File: config.mk
export PLATFORM = sky130hd
export DESIGN_NAME = decimal_text_to_int32
export DESIGN_NICKNAME = d
export VERILOG_FILES = /design/src/dtti_pkg.sv /design/src/decimal_text_to_int32.sv /design/src/dtti_front.sv /design/src/dtti_queue.sv /design/src/dtti_back.sv
export VERILOG_INCLUDE_DIRS = /design/src /design/src/src
export SDC_FILE = /design/constraint.sdc
export NUM_CORES = 1
export LEC_CHECK = 0
export ABC_AREA = 1
export ABC_CLOCK_PERIOD_IN_PS = 3700
export BUFFER_PORTS_ARGS = -buffer_cell sky130_fd_sc_hd__buf_2
export CORE_MARGIN = 1.5
export CORE_UTILIZATION = 30
export DETAILED_ROUTE_END_ITERATION = 6
export HOLD_SLACK_MARGIN = 0.1
export SKIP_LAST_GASP = 1
export SLEW_MARGIN = 20
export SYNTH_ARGS = -nofsm -noshare
export SYNTH_HDL_FRONTEND = slang
export SYNTH_SLANG_ARGS = --single-unit
File: constraint.sdc
create_clock -name clk -period 3.7 [get_ports clk]
set_input_delay 1.11 -clock clk [delete_from_list [all_inputs] [get_ports clk]]
set_output_delay 1.11 -clock clk [all_outputs]
set_load 0.005 [all_outputs]
File: src/decimal_text_to_int32_assert.svh
// ----------------------------------------------------------------------------
// decimal_text_to_int32 assertion macros
// Shorthand for the concurrent checks at the end of the top level.
// ----------------------------------------------------------------------------
`ifndef DECIMAL_TEXT_TO_INT32_ASSERT_SVH
`define DECIMAL_TEXT_TO_INT32_ASSERT_SVH

// Check that cons holds in the same cycle as ante
`define DTTI_ASSERT_SAME(label, ante, cons, msg) \
	label: assert property (@(posedge clk) disable iff (!arst_n) (ante) |-> (cons)) \
		else $error(msg);

// Check that cons holds in the cycle after ante
`define DTTI_ASSERT_NEXT(label, ante, cons, msg) \
	label: assert property (@(posedge clk) disable iff (!arst_n) (ante) |=> (cons)) \
		else $error(msg);

`endif

File: src/dtti_pkg.sv
// ----------------------------------------------------------------------------
// dtti_pkg
// Shared types and constants of the decimal text to int32 converter.
// ----------------------------------------------------------------------------
package dtti_pkg;

	// Character codes
	localparam logic [7:0] CHAR_SPACE = 8'd32;
	localparam logic [7:0] CHAR_TAB   = 8'd9;
	localparam logic [7:0] CHAR_CR    = 8'd13;
	localparam logic [7:0] CHAR_PLUS  = 8'd43;
	localparam logic [7:0] CHAR_MINUS = 8'd45;
	localparam logic [7:0] CHAR_ZERO  = 8'd48;
	localparam logic [7:0] CHAR_NINE  = 8'd57;

	// Result limits
	localparam logic signed [31:0] INT_MAX = 32'sh7FFF_FFFF;
	localparam logic signed [31:0] INT_MIN = 32'sh8000_0000;

	// Queue between front and back (power of two)
	localparam int QUEUE_DEPTH = 2;
	localparam int QUEUE_IDX_W = $clog2(QUEUE_DEPTH);

	typedef enum logic [2:0] {
		CC_SPACE,
		CC_PLUS,
		CC_MINUS,
		CC_DIGIT,
		CC_OTHER
	} char_class_t;

	typedef enum logic [1:0] {
		PH_SKIP,
		PH_SIGN,
		PH_DIGITS,
		PH_DONE
	} phase_t;

	// One classified character
	typedef struct packed {
		char_class_t cls;
		logic [3:0]  digit;
		logic        last;
	} item_t;

	typedef struct packed {
		logic full;
		logic empty;
	} queue_stat_t;

endpackage

File: src/decimal_text_to_int32.sv
// ----------------------------------------------------------------------------
// decimal_text_to_int32
// Saturating decimal string to signed 32-bit integer converter.
// ----------------------------------------------------------------------------
// Takes one character per cycle while the queue has room and returns the
// integer on the character marked last. Leading whitespace is skipped, one
// '+' or '-' is accepted, and digits accumulate with clamping to the int32
// range; the first non-digit ends the number, and whitespace inside the
// number or a stray first character gives 0. An empty string is sent as
// one NUL character. Throughput is one character per clock unless the
// queue is full: the multiply-by-ten accumulate in the back end is
// combinational. A last character is written to the two-entry queue and
// loads the output register when popped, which waits for a free output.
// While a result waits to be taken, the next string keeps streaming in up
// to its own last character, which then waits in the queue.
// ----------------------------------------------------------------------------
`include "decimal_text_to_int32_assert.svh"

module decimal_text_to_int32
	import dtti_pkg::*;
(
	input  logic               clk,
	input  logic               arst_n,
	input  logic               in_valid,
	output logic               in_ready,
	input  logic [7:0]         char_code,
	input  logic               last,
	output logic               out_valid,
	input  logic               out_ready,
	output logic signed [31:0] value
);

	queue_stat_t q_stat;
	item_t       push_item;
	item_t       head;
	logic        push;
	logic        pop;

	// Classify incoming characters
	dtti_front u_front (
		.in_valid  (in_valid),
		.in_ready  (in_ready),
		.char_code (char_code),
		.last      (last),
		.q_stat    (q_stat),
		.push      (push),
		.push_item (push_item)
	);

	// Buffer between front and back
	dtti_queue u_queue (
		.clk       (clk),
		.arst_n    (arst_n),
		.push      (push),
		.push_item (push_item),
		.pop       (pop),
		.head      (head),
		.q_stat    (q_stat)
	);

	// Parse and accumulate
	dtti_back u_back (
		.clk       (clk),
		.arst_n    (arst_n),
		.head      (head),
		.q_stat    (q_stat),
		.pop       (pop),
		.out_valid (out_valid),
		.out_ready (out_ready),
		.value     (value)
	);

	// Checks
	`DTTI_ASSERT_SAME(a_queue_stat, 1'b1, !(q_stat.full && q_stat.empty), "queue full and empty")
	`DTTI_ASSERT_SAME(a_pop_nonempty, pop, !q_stat.empty, "pop from empty queue")
	`DTTI_ASSERT_NEXT(a_last_gives_result, pop && head.last, out_valid, "last char gave no result")
	`DTTI_ASSERT_SAME(a_push_has_room, push, !q_stat.full, "push into full queue")

endmodule

File: src/dtti_front.sv
// ----------------------------------------------------------------------------
// dtti_front
// Accepts characters and classifies them as space, sign, digit or other.
// ----------------------------------------------------------------------------
module dtti_front
	import dtti_pkg::*;
(
	input  logic        in_valid,
	output logic        in_ready,
	input  logic [7:0]  char_code,
	input  logic        last,
	input  queue_stat_t q_stat,
	output logic        push,
	output item_t       push_item
);

	// Take a transaction whenever the queue has room
	assign in_ready = !q_stat.full;
	assign push     = in_valid && in_ready;

	// Classify the character
	always_comb begin
		push_item.digit = char_code[3:0];
		push_item.last  = last;
		if (char_code == CHAR_SPACE || (char_code >= CHAR_TAB && char_code <= CHAR_CR)) begin
			push_item.cls = CC_SPACE;
		end else if (char_code == CHAR_PLUS) begin
			push_item.cls = CC_PLUS;
		end else if (char_code == CHAR_MINUS) begin
			push_item.cls = CC_MINUS;
		end else if (char_code >= CHAR_ZERO && char_code <= CHAR_NINE) begin
			push_item.cls = CC_DIGIT;
		end else begin
			push_item.cls = CC_OTHER;
		end
	end

endmodule

File: src/dtti_queue.sv
// ----------------------------------------------------------------------------
// dtti_queue
// Small register queue that decouples the front from the back.
// ----------------------------------------------------------------------------
module dtti_queue
	import dtti_pkg::*;
(
	input  logic        clk,
	input  logic        arst_n,
	input  logic        push,
	input  item_t       push_item,
	input  logic        pop,
	output item_t       head,
	output queue_stat_t q_stat
);

	item_t                  entry_q [QUEUE_DEPTH];
	logic [QUEUE_IDX_W-1:0] wr_ptr_q;
	logic [QUEUE_IDX_W-1:0] rd_ptr_q;
	logic [QUEUE_IDX_W:0]   count_q;

	assign head         = entry_q[rd_ptr_q];
	assign q_stat.full  = (count_q == (QUEUE_IDX_W+1)'(QUEUE_DEPTH));
	assign q_stat.empty = (count_q == '0);

	// Store the pushed entry
	always_ff @(posedge clk) begin
		if (push) begin
			entry_q[wr_ptr_q] <= push_item;
		end
	end

	// Advance pointers and occupancy
	always_ff @(posedge clk or negedge arst_n) begin
		if (!arst_n) begin
			wr_ptr_q <= '0;
			rd_ptr_q <= '0;
			count_q  <= '0;
		end else begin
			if (push) begin
				wr_ptr_q <= wr_ptr_q + 1'b1;
			end
			if (pop) begin
				rd_ptr_q <= rd_ptr_q + 1'b1;
			end
			if (push && !pop) begin
				count_q <= count_q + 1'b1;
			end else if (pop && !push) begin
				count_q <= count_q - 1'b1;
			end
		end
	end

endmodule

File: src/dtti_back.sv
// ----------------------------------------------------------------------------
// dtti_back
// Parses the classified characters, accumulates the signed value with
// saturation and holds the result in an output register.
// ----------------------------------------------------------------------------
module dtti_back
	import dtti_pkg::*;
(
	input  logic               clk,
	input  logic               arst_n,
	input  item_t              head,
	input  queue_stat_t        q_stat,
	output logic               pop,
	output logic               out_valid,
	input  logic               out_ready,
	output logic signed [31:0] value
);

	localparam logic signed [35:0] WideMax = 36'sh07FFFFFFF;
	localparam logic signed [35:0] WideMin = 36'shF80000000;

	phase_t             phase_q;
	phase_t             phase_next;
	logic               neg_q;
	logic               neg_next;
	logic signed [31:0] acc_q;
	logic signed [31:0] acc_next;
	logic signed [35:0] acc_wide;
	logic signed [35:0] step_sum;
	logic signed [31:0] step_val;
	logic               take_digit;
	logic               zero_out;
	logic               out_valid_q;
	logic signed [31:0] value_q;

	assign out_valid = out_valid_q;
	assign value     = value_q;

	// Pop any non-last character; pop a last one only when the output
	// register is free or being drained
	assign pop = !q_stat.empty && (!head.last || !out_valid_q || out_ready);

	// Multiply by ten, add or subtract the digit, clamp to int32
	always_comb begin
		acc_wide = 36'(acc_q);
		step_sum = (acc_wide <<< 3) + (acc_wide <<< 1);
		if (neg_q) begin
			step_sum = step_sum - $signed({32'd0, head.digit});
		end else begin
			step_sum = step_sum + $signed({32'd0, head.digit});
		end
		if (step_sum > WideMax) begin
			step_val = INT_MAX;
		end else if (step_sum < WideMin) begin
			step_val = INT_MIN;
		end else begin
			step_val = step_sum[31:0];
		end
	end

	// Next phase
	always_comb begin
		phase_next = phase_q;
		case (phase_q)
			PH_SKIP: begin
				if (head.cls == CC_PLUS || head.cls == CC_MINUS) begin
					phase_next = PH_SIGN;
				end else if (head.cls == CC_DIGIT) begin
					phase_next = PH_DIGITS;
				end else if (head.cls != CC_SPACE) begin
					phase_next = PH_DONE;
				end
			end
			PH_SIGN: begin
				phase_next = (head.cls == CC_DIGIT) ? PH_DIGITS : PH_DONE;
			end
			PH_DIGITS: begin
				if (head.cls != CC_DIGIT) begin
					phase_next = PH_DONE;
				end
			end
			PH_DONE:   phase_next = PH_DONE;
			default:   phase_next = PH_SKIP;
		endcase
	end

	// Digit accumulation and zeroing per phase
	always_comb begin
		take_digit = 1'b0;
		zero_out   = 1'b0;
		neg_next   = neg_q;
		case (phase_q)
			PH_SKIP: begin
				if (head.cls == CC_PLUS || head.cls == CC_MINUS) begin
					neg_next = (head.cls == CC_MINUS);
				end else if (head.cls == CC_DIGIT) begin
					take_digit = 1'b1;
				end else if (head.cls != CC_SPACE) begin
					zero_out = 1'b1;
				end
			end
			PH_SIGN: begin
				take_digit = (head.cls == CC_DIGIT);
				zero_out   = (head.cls != CC_DIGIT);
			end
			PH_DIGITS: begin
				take_digit = (head.cls == CC_DIGIT);
				zero_out   = (head.cls == CC_SPACE);
			end
			PH_DONE: begin
				take_digit = 1'b0;
			end
			default: begin
				zero_out = 1'b1;
			end
		endcase
		if (zero_out) begin
			neg_next = 1'b0;
			acc_next = '0;
		end else if (take_digit) begin
			acc_next = step_val;
		end else begin
			acc_next = acc_q;
		end
	end

	// Update parse state; return to reset values after the last character
	always_ff @(posedge clk or negedge arst_n) begin
		if (!arst_n) begin
			phase_q <= PH_SKIP;
			neg_q   <= 1'b0;
			acc_q   <= '0;
		end else if (pop) begin
			if (head.last) begin
				phase_q <= PH_SKIP;
				neg_q   <= 1'b0;
				acc_q   <= '0;
			end else begin
				phase_q <= phase_next;
				neg_q   <= neg_next;
				acc_q   <= acc_next;
			end
		end
	end

	// Hold the result until the transaction completes
	always_ff @(posedge clk or negedge arst_n) begin
		if (!arst_n) begin
			out_valid_q <= 1'b0;
		end else if (pop && head.last) begin
			out_valid_q <= 1'b1;
		end else if (out_ready) begin
			out_valid_q <= 1'b0;
		end
	end

	always_ff @(posedge clk) begin
		if (pop && head.last) begin
			value_q <= acc_next;
		end
	end

endmodule

-- After elaboration in Yosys (flattened, before gate mapping)
Memory sizes are Yosys's and may differ from the RTL's.
Cells that the tools add are included.
- $add $sub $neg: 7
- $mul: 0
- div/mod/pow operators: 0
- magnitude comparators: 6
- equal/unequal tests: 13
- shift-type cells: 0
- muxes and demuxes: 34
- bitwise gates (word level): 0
- reduce and logical (&&, ||, !) cells: 28
- operators with widths (kind ; count):
    $mux W32 ; 5
    $add A35 B33 Y36 ; 1
    $add A36 B5 Y36 ; 1
    $gt A36 B32 Y1 const B ; 1
    $lt A36 B32 Y1 const B ; 1
    $mux W36 ; 1
    $sub A36 B5 Y36 ; 1
    $eq A8 B6 Y1 const B ; 3
    $mux W1 ; 14
    $mux W2 ; 7
    $mux W3 ; 4
    $reduce_bool A3 Y1 ; 3
    $ge A8 B4 Y1 const B ; 1
    $ge A8 B6 Y1 const B ; 1
    $le A8 B4 Y1 const B ; 1
    $le A8 B6 Y1 const B ; 1
    $pmux W2 S4 ; 1
    $logic_and A1 B1 Y1 ; 7
    $eq A2 B2 Y1 const B ; 3
    $eq A3 B2 Y1 const B ; 2
    $logic_not A1 Y1 ; 6
    $pmux W1 S3 ; 2
    $reduce_and A3 Y1 ; 2
    $ne A5 B1 Y1 const B ; 1
    other kinds (12) ; 18
- bits in registers: 72
- latch bits: 0
- bits in writable memories: 16
- memory bits (read-only): 0
- bits of input ports: 13
- memories kept: 1
- memory list (name ; words ; bits a word ; rd ports ; clocked after memory_dff ; wr ports ; line ; text):
    u_queue.entry_q ; 2 ; 8 ; 1 ; 0 ; 1 ; dtti_queue.sv:17 ; item_t entry_q [QUEUE_DEPTH];

-- Depth between registers and ports, before layout
- depth after elaboration: 9
- depth in mapped cells: 29
- depth with buffers taken out: 28

-- Hierarchy
From an unflattened synthesis, not the netlist that was laid out.
- cells, all modules: 1408
- area, all modules: 8888.5 um^2
- modules (own cells, without submodules) (module ; instances ; cells an instance ; area each (um^2)):
    dtti_back ; 1 ; 1315 ; 7872.6
    dtti_queue ; 1 ; 50 ; 818.3
    dtti_front ; 1 ; 43 ; 197.7

-- Worst setup path before layout
Ideal clock, no wire load.
- kind: register to register
- start: reg u_queue.rd_ptr_q
- end: reg u_back.value_q[10], in the netlist u_back.value[10], data pin
- setup time: 263 ps
- arrival: 3187 ps
- path slack: 250 ps
- stages on the path, launching flop included: 27
- path buffers: 2
- period minus slack after synthesis: 3450 ps
- cells stage by stage: dfrtp_1 buf_2 inv_1 or2_2 o21ai_0 ha_1 inv_1 nor2_1 o21ai_0 nand3_1 nor3_1 nand2_1 nor2_1 nand2_1 nor2_2 nand3_1 nor2_1 nand2_1 nand2_1 nand2_1 nand2_1 nand2_1 nor2_2 nor2_2 nor2_4 buf_4 a21oi_1
- cells in the longest elaborated chain, start to end: 8
- elaborated cells on any way between the ends: 24
- those cells by class: add/sub (2); order compare (2); eq/ne (4); mux (12); reduce/logical (3); memory (1)
- RTL lines (item ; line ; text):
    from (decl) ; dtti_queue.sv:19 ; logic [QUEUE_IDX_W-1:0] rd_ptr_q;
    from (signal assigned) ; dtti_queue.sv:44 ; rd_ptr_q <= rd_ptr_q + 1'b1;
    $mem_v2 Z2 W8 * ; - ;
    $add A36 B5 Y36 / $sub A36 B5 Y36 (equally long branches) ; dtti_back.sv:50, dtti_back.sv:48 ;
    $mux W36 ; dtti_back.sv:47 ; if (neg_q) begin
    $lt A36 B32 Y1 ; dtti_back.sv:54 ; end else if (step_sum < WideMin) begin
    $mux W32 ; dtti_back.sv:54 ;
    $mux W32 ; dtti_back.sv:52 ; if (step_sum > WideMax) begin
    $mux W32 ; dtti_back.sv:120 ; end else if (take_digit) begin
    $mux W32 * ; dtti_back.sv:117 ; if (zero_out) begin
    via u_back.acc_next[10] ; dtti_back.sv:27 ; logic signed [31:0] acc_next;
    to (signal assigned) ; dtti_back.sv:159 ; value_q <= acc_next;
    to (decl) ; dtti_back.sv:34 ; logic signed [31:0] value_q;
The timed path passes the listed nets; every way through them passes the cells marked *.
A chain may end at the register's enable or synchronous reset.

-- Worst setup path in the final report
- start: reg u_back.acc_q[4]
- end: reg u_back.value_q[22], in the netlist u_back.value[22], data pin
- cells in the longest elaborated chain, start to end: 8
- elaborated cells on any way between the ends: 10
- those cells by class: add/sub (3); order compare (2); mux (5)
- RTL lines (item ; line ; text):
    from (decl) ; dtti_back.sv:26 ; logic signed [31:0] acc_q;
    from (signal assigned) ; dtti_back.sv:141 ; acc_q <= acc_next;
    $add A35 B33 Y36 * ; dtti_back.sv:46 ; step_sum = (acc_wide <<< 3) + (acc_wide <<< 1);
    $add A36 B5 Y36 / $sub A36 B5 Y36 (equally long branches) ; dtti_back.sv:50, dtti_back.sv:48 ;
    $mux W36 * ; dtti_back.sv:47 ;
    $lt A36 B32 Y1 ; dtti_back.sv:54 ;
    $mux W32 ; dtti_back.sv:54 ;
    $mux W32 * ; dtti_back.sv:52 ;
    $mux W32 * ; dtti_back.sv:120 ;
    $mux W32 * ; dtti_back.sv:117 ;
    via u_back.acc_next[22] ; dtti_back.sv:27 ;
Marks and branches as above.

==> results.sh <==
export IMPL_status="finished, final reports clean"
export IMPL_drive_gt1_share_pct=23.1
export IMPL_ys_warn_count=0
export IMPL_routed_via_density=4.84
export IMPL_yosys_top_cells_area="nand2_1 (22%), edfxtp_1 (17%), dfrtp_1 (12%)"
export IMPL_p_leak_uw=0.00580
export IMPL_critPathLaunchType="flip-flop"
export IMPL_hp_class="reg2reg"
export IMPL_cp_data_required_time_ns=3.80
export IMPL_clkPwrFrac_pct=10.6
export IMPL_fmax_mhz=271
export IMPL_fillers=2859
export IMPL_htree_levels=3
export IMPL_hold_depth=1
export IMPL_grt_usage_pct=18.3
export IMPL_drtAntennaViolNets=0
export IMPL_hold_path_startpoint="u_queue.count_q[1]"
export IMPL_swShare_pct=50.5
export IMPL_synth_area_um2=8440
export IMPL_io_pins=47
export IMPL_cp_data_arrival_time_ns=3.80
export IMPL_antenna_found_initial=0
export IMPL_tightest_slew_ns=0.777
export IMPL_rr_startpoint="u_back.acc_q[4]"
export IMPL_multi_input_area_um2=5760
export IMPL_antennaDiodeCount=0
export IMPL_dieArea_um2=29200
export IMPL_finClkSkew_ns=0.0118
export IMPL_insertion_delay_ns=0.37
export IMPL_intPower_uw=4250
export IMPL_power_uw=8580
export IMPL_synthFlopType="edfxtp_1"
export IMPL_holdWs_ns=0.500
export IMPL_fp_row_count=61
export IMPL_vias=9057
export IMPL_synth_seq_cells=88
export IMPL_pwr_share_seq_pct=19.6
export IMPL_place_congestion=0.916
export IMPL_p_sw_uw=4330
export IMPL_tritoncts_num_sinks=88
export IMPL_synth_distinct_cells=45
export IMPL_slew_headroom_pct=48.2
export IMPL_path_clk_slew_ns=0.07
export IMPL_place_area_um2=9620
export IMPL_seq_area_um2=2460
export IMPL_fp_dieH_um=171
export IMPL_fin_crit_sh_pct=99.9
export IMPL_synth_edff_count=48
export IMPL_dp_hpwl_mm=20.0
export IMPL_period_minus_slack_ns=3.70
export IMPL_ff2ff_path_depth=22
export IMPL_drtIter0Drc=553
export IMPL_drt_total_wl_mm=27.7
export IMPL_grt_max_degree=41
export IMPL_final_core_util_pct=39.6
export IMPL_rsz0062_at_grt="yes"
export IMPL_powerDensity_nw_per_um2=782
export IMPL_synth_top_cell_area_share_pct=21.9
export IMPL_die_w_um=171
export IMPL_grt_pass1_vias=8528
export IMPL_clockRootBuffer="clkbuf_16"
export IMPL_drtPass1Iterations=5
export IMPL_cts_buffers=9
export IMPL_combPwrFrac_pct=69.8
export IMPL_drcViolationCount=0
export IMPL_async_flop_share_pct=45.5
export IMPL_grt_pass1_wl_mm=42.1
export IMPL_maxCapViolCount=0
export IMPL_yosysTopAreaCell="nand2_1"
export IMPL_final_area_um2=11000
export IMPL_clockBufferDepth=2
export IMPL_core_um2=27700
export IMPL_r2r_setup_slack_ns=0.005
export IMPL_avgSynthCellArea_um2=6.21
export IMPL_finalHoldViolations=0
export IMPL_finalMaxSlewViolations=0
export IMPL_worstSetupPathType="reg2reg"
export IMPL_start_util_pct=30.5
export IMPL_syn_nets=1418
export IMPL_wl_per_cell_um=14.8
export IMPL_ir_worst_vdd_uv=663
export IMPL_synthCells=1360
export IMPL_area_growth_pct=29.9
export IMPL_port_buffer_count=46
export IMPL_setup_viol=0
export IMPL_r2r_end="u_back.value[22]"
export IMPL_cp_max_fo=14
export IMPL_cts_tree="yes"
export IMPL_final_nets=1545
export IMPL_endpoint_kind="flip-flop"
export IMPL_seq_area_frac_synth_pct=28.9
export IMPL_hold_buffers=0
export IMPL_whs_endpoint="u_queue.count_q[1]"
export IMPL_grt_remaining_overflow=0
## worst max-delay path, stage by stage, from the launching register on
cell and delay (ns):
dfrtp_1 0.50, ha_4 0.38, buf_4 0.12, nand3_1 0.08, nand2_1 0.12, nand2_1 0.12, nand2_4 0.12, nand2_1 0.08
nor2_1 0.13, nand3_1 0.12, nor2_2 0.19, nand3_2 0.13, nor2_2 0.13, nand3_1 0.13, nand3b_1 0.23, nand2_1 0.11
nand2_1 0.08, nand2_2 0.10, nor2_2 0.05, nor2_4 0.10, buf_6 0.15, clkbuf_16 0.18, a21oi_2 0.06
## layout by cell type, fill, tap and decap left out, types with 30 or more instances in the layout
master | netlist | layout
inv_1 | 223 | 216
nand3_1 | 126 | 109
xor2_1 | 30 | 30
buf_4 | 5 | 85
nor2_1 | 107 | 74
nand2_1 | 493 | 452
a21oi_1 | 57 | 49
o21ai_0 | 63 | 59
nor2_2 | 8 | 33
edfxtp_1 | 48 | 48
buf_2 | 2 | 45
nand2_2 | 7 | 39
## layout make-up
class	instances	area share, %
inverters	227	7.77
clock buffers	11	2.32
well taps	378	4.31
clock inverters	5	0.331
repair buffers	143	10.3
multi-input cells	1018	52.5
flip-flops and latches	88	22.4
## layer usage
metal / track usage [%] / routed length (um) / vias to the layer above
met4: 5.89 / 676 / 0
met1: 23.9 / 12600 / 4221
met5: 0 / 0 / -
li1: - / - / 4559
met2: 31.5 / 13300 / 240
met3: 2.20 / 1170 / 37
## logic make-up after synthesis
group,synth area share [%]
compound gates,9.50
xor+xnor,3.62
fa+ha+maj,6.94
buf+inv,11.8
flops,28.9
mux,0.474
simple gates,38.7
## power groups by stage
stage               registers [uW]  clock network [uW]  logic [uW]
floorplan                     1630                   0        3150
global placement              1660                   0        4770
detailed placement            1660                   0        4780
CTS                           1650                 925        5060
global route                  1720                 956        6550
finish                        1680                 906        5990
## synthesized netlist by cell type (2+ instances only)
master	count
nand2_1	493
inv_1	223
nand3_1	126
nor2_1	107
o21ai_0	63
a21oi_1	57
edfxtp_1	48
ha_1	42
dfrtp_1	40
xor2_1	30
nand4_1	16
clkbuf_1	14
nor3_1	14
nor2_2	8
nand2_2	7
buf_4	5
or2_2	5
mux2i_1	4
o21bai_1	4
o31ai_1	4
a21o_1	3
a22oi_1	3
buf_1	3
buf_6	3
fa_1	3
nand3b_1	3
nor4_1	3
o22ai_1	3
xnor2_1	3
a31oi_1	2
and2_1	2
buf_2	2
clkinv_1	2
inv_2	2
nor3_2	2
o21a_1	2
## registers in the layout, indices dropped and copies added (netlist names)
signal	cells
u_queue.entry_q	16
u_queue.wr_ptr_q	1
u_queue.rd_ptr_q	1
u_back.neg_q	1
u_back.phase_q	2
u_queue.count_q	2
u_back.out_valid	1
u_back.value	32
u_back.acc_q	32
## worst max-delay path by stage
stage	startpoint	endpoint	slack, ns	depth (start not counted)
floorplan	u_queue.rd_ptr_q	u_back.value[10]	0.25	26
global placement	u_queue.rd_ptr_q	u_back.value[2]	-0.28	25
detailed placement	u_queue.rd_ptr_q	u_back.value[8]	-0.27	25
CTS	u_queue.rd_ptr_q	u_back.value[22]	-0.005	26
global route	u_back.acc_q[2]	u_back.value[18]	-0.25	22
finish	u_back.acc_q[4]	u_back.value[22]	0.005	22
## what timing repair did
item / 4_1_cts / 5_1_grt
setup buffers: 7 / 7
pin swaps: 5 / 43
setup endpoints to repair: 62 / 64
gates cloned: 1 / 6
gates resized for setup: 38 / 160
## through the flow
stage                     instances  TNS [ns]  worst slack, ns
after global placement         1833    -15.71           -0.283
final                          1870         0          0.00462
after global routing           1870    -14.41           -0.254
after detailed placement       1833    -14.28           -0.271
after CTS                      1857  -0.00821         -0.00475
after floorplan                1360         0            0.250
Note: power is estimated with default switching activity, not from simulation.
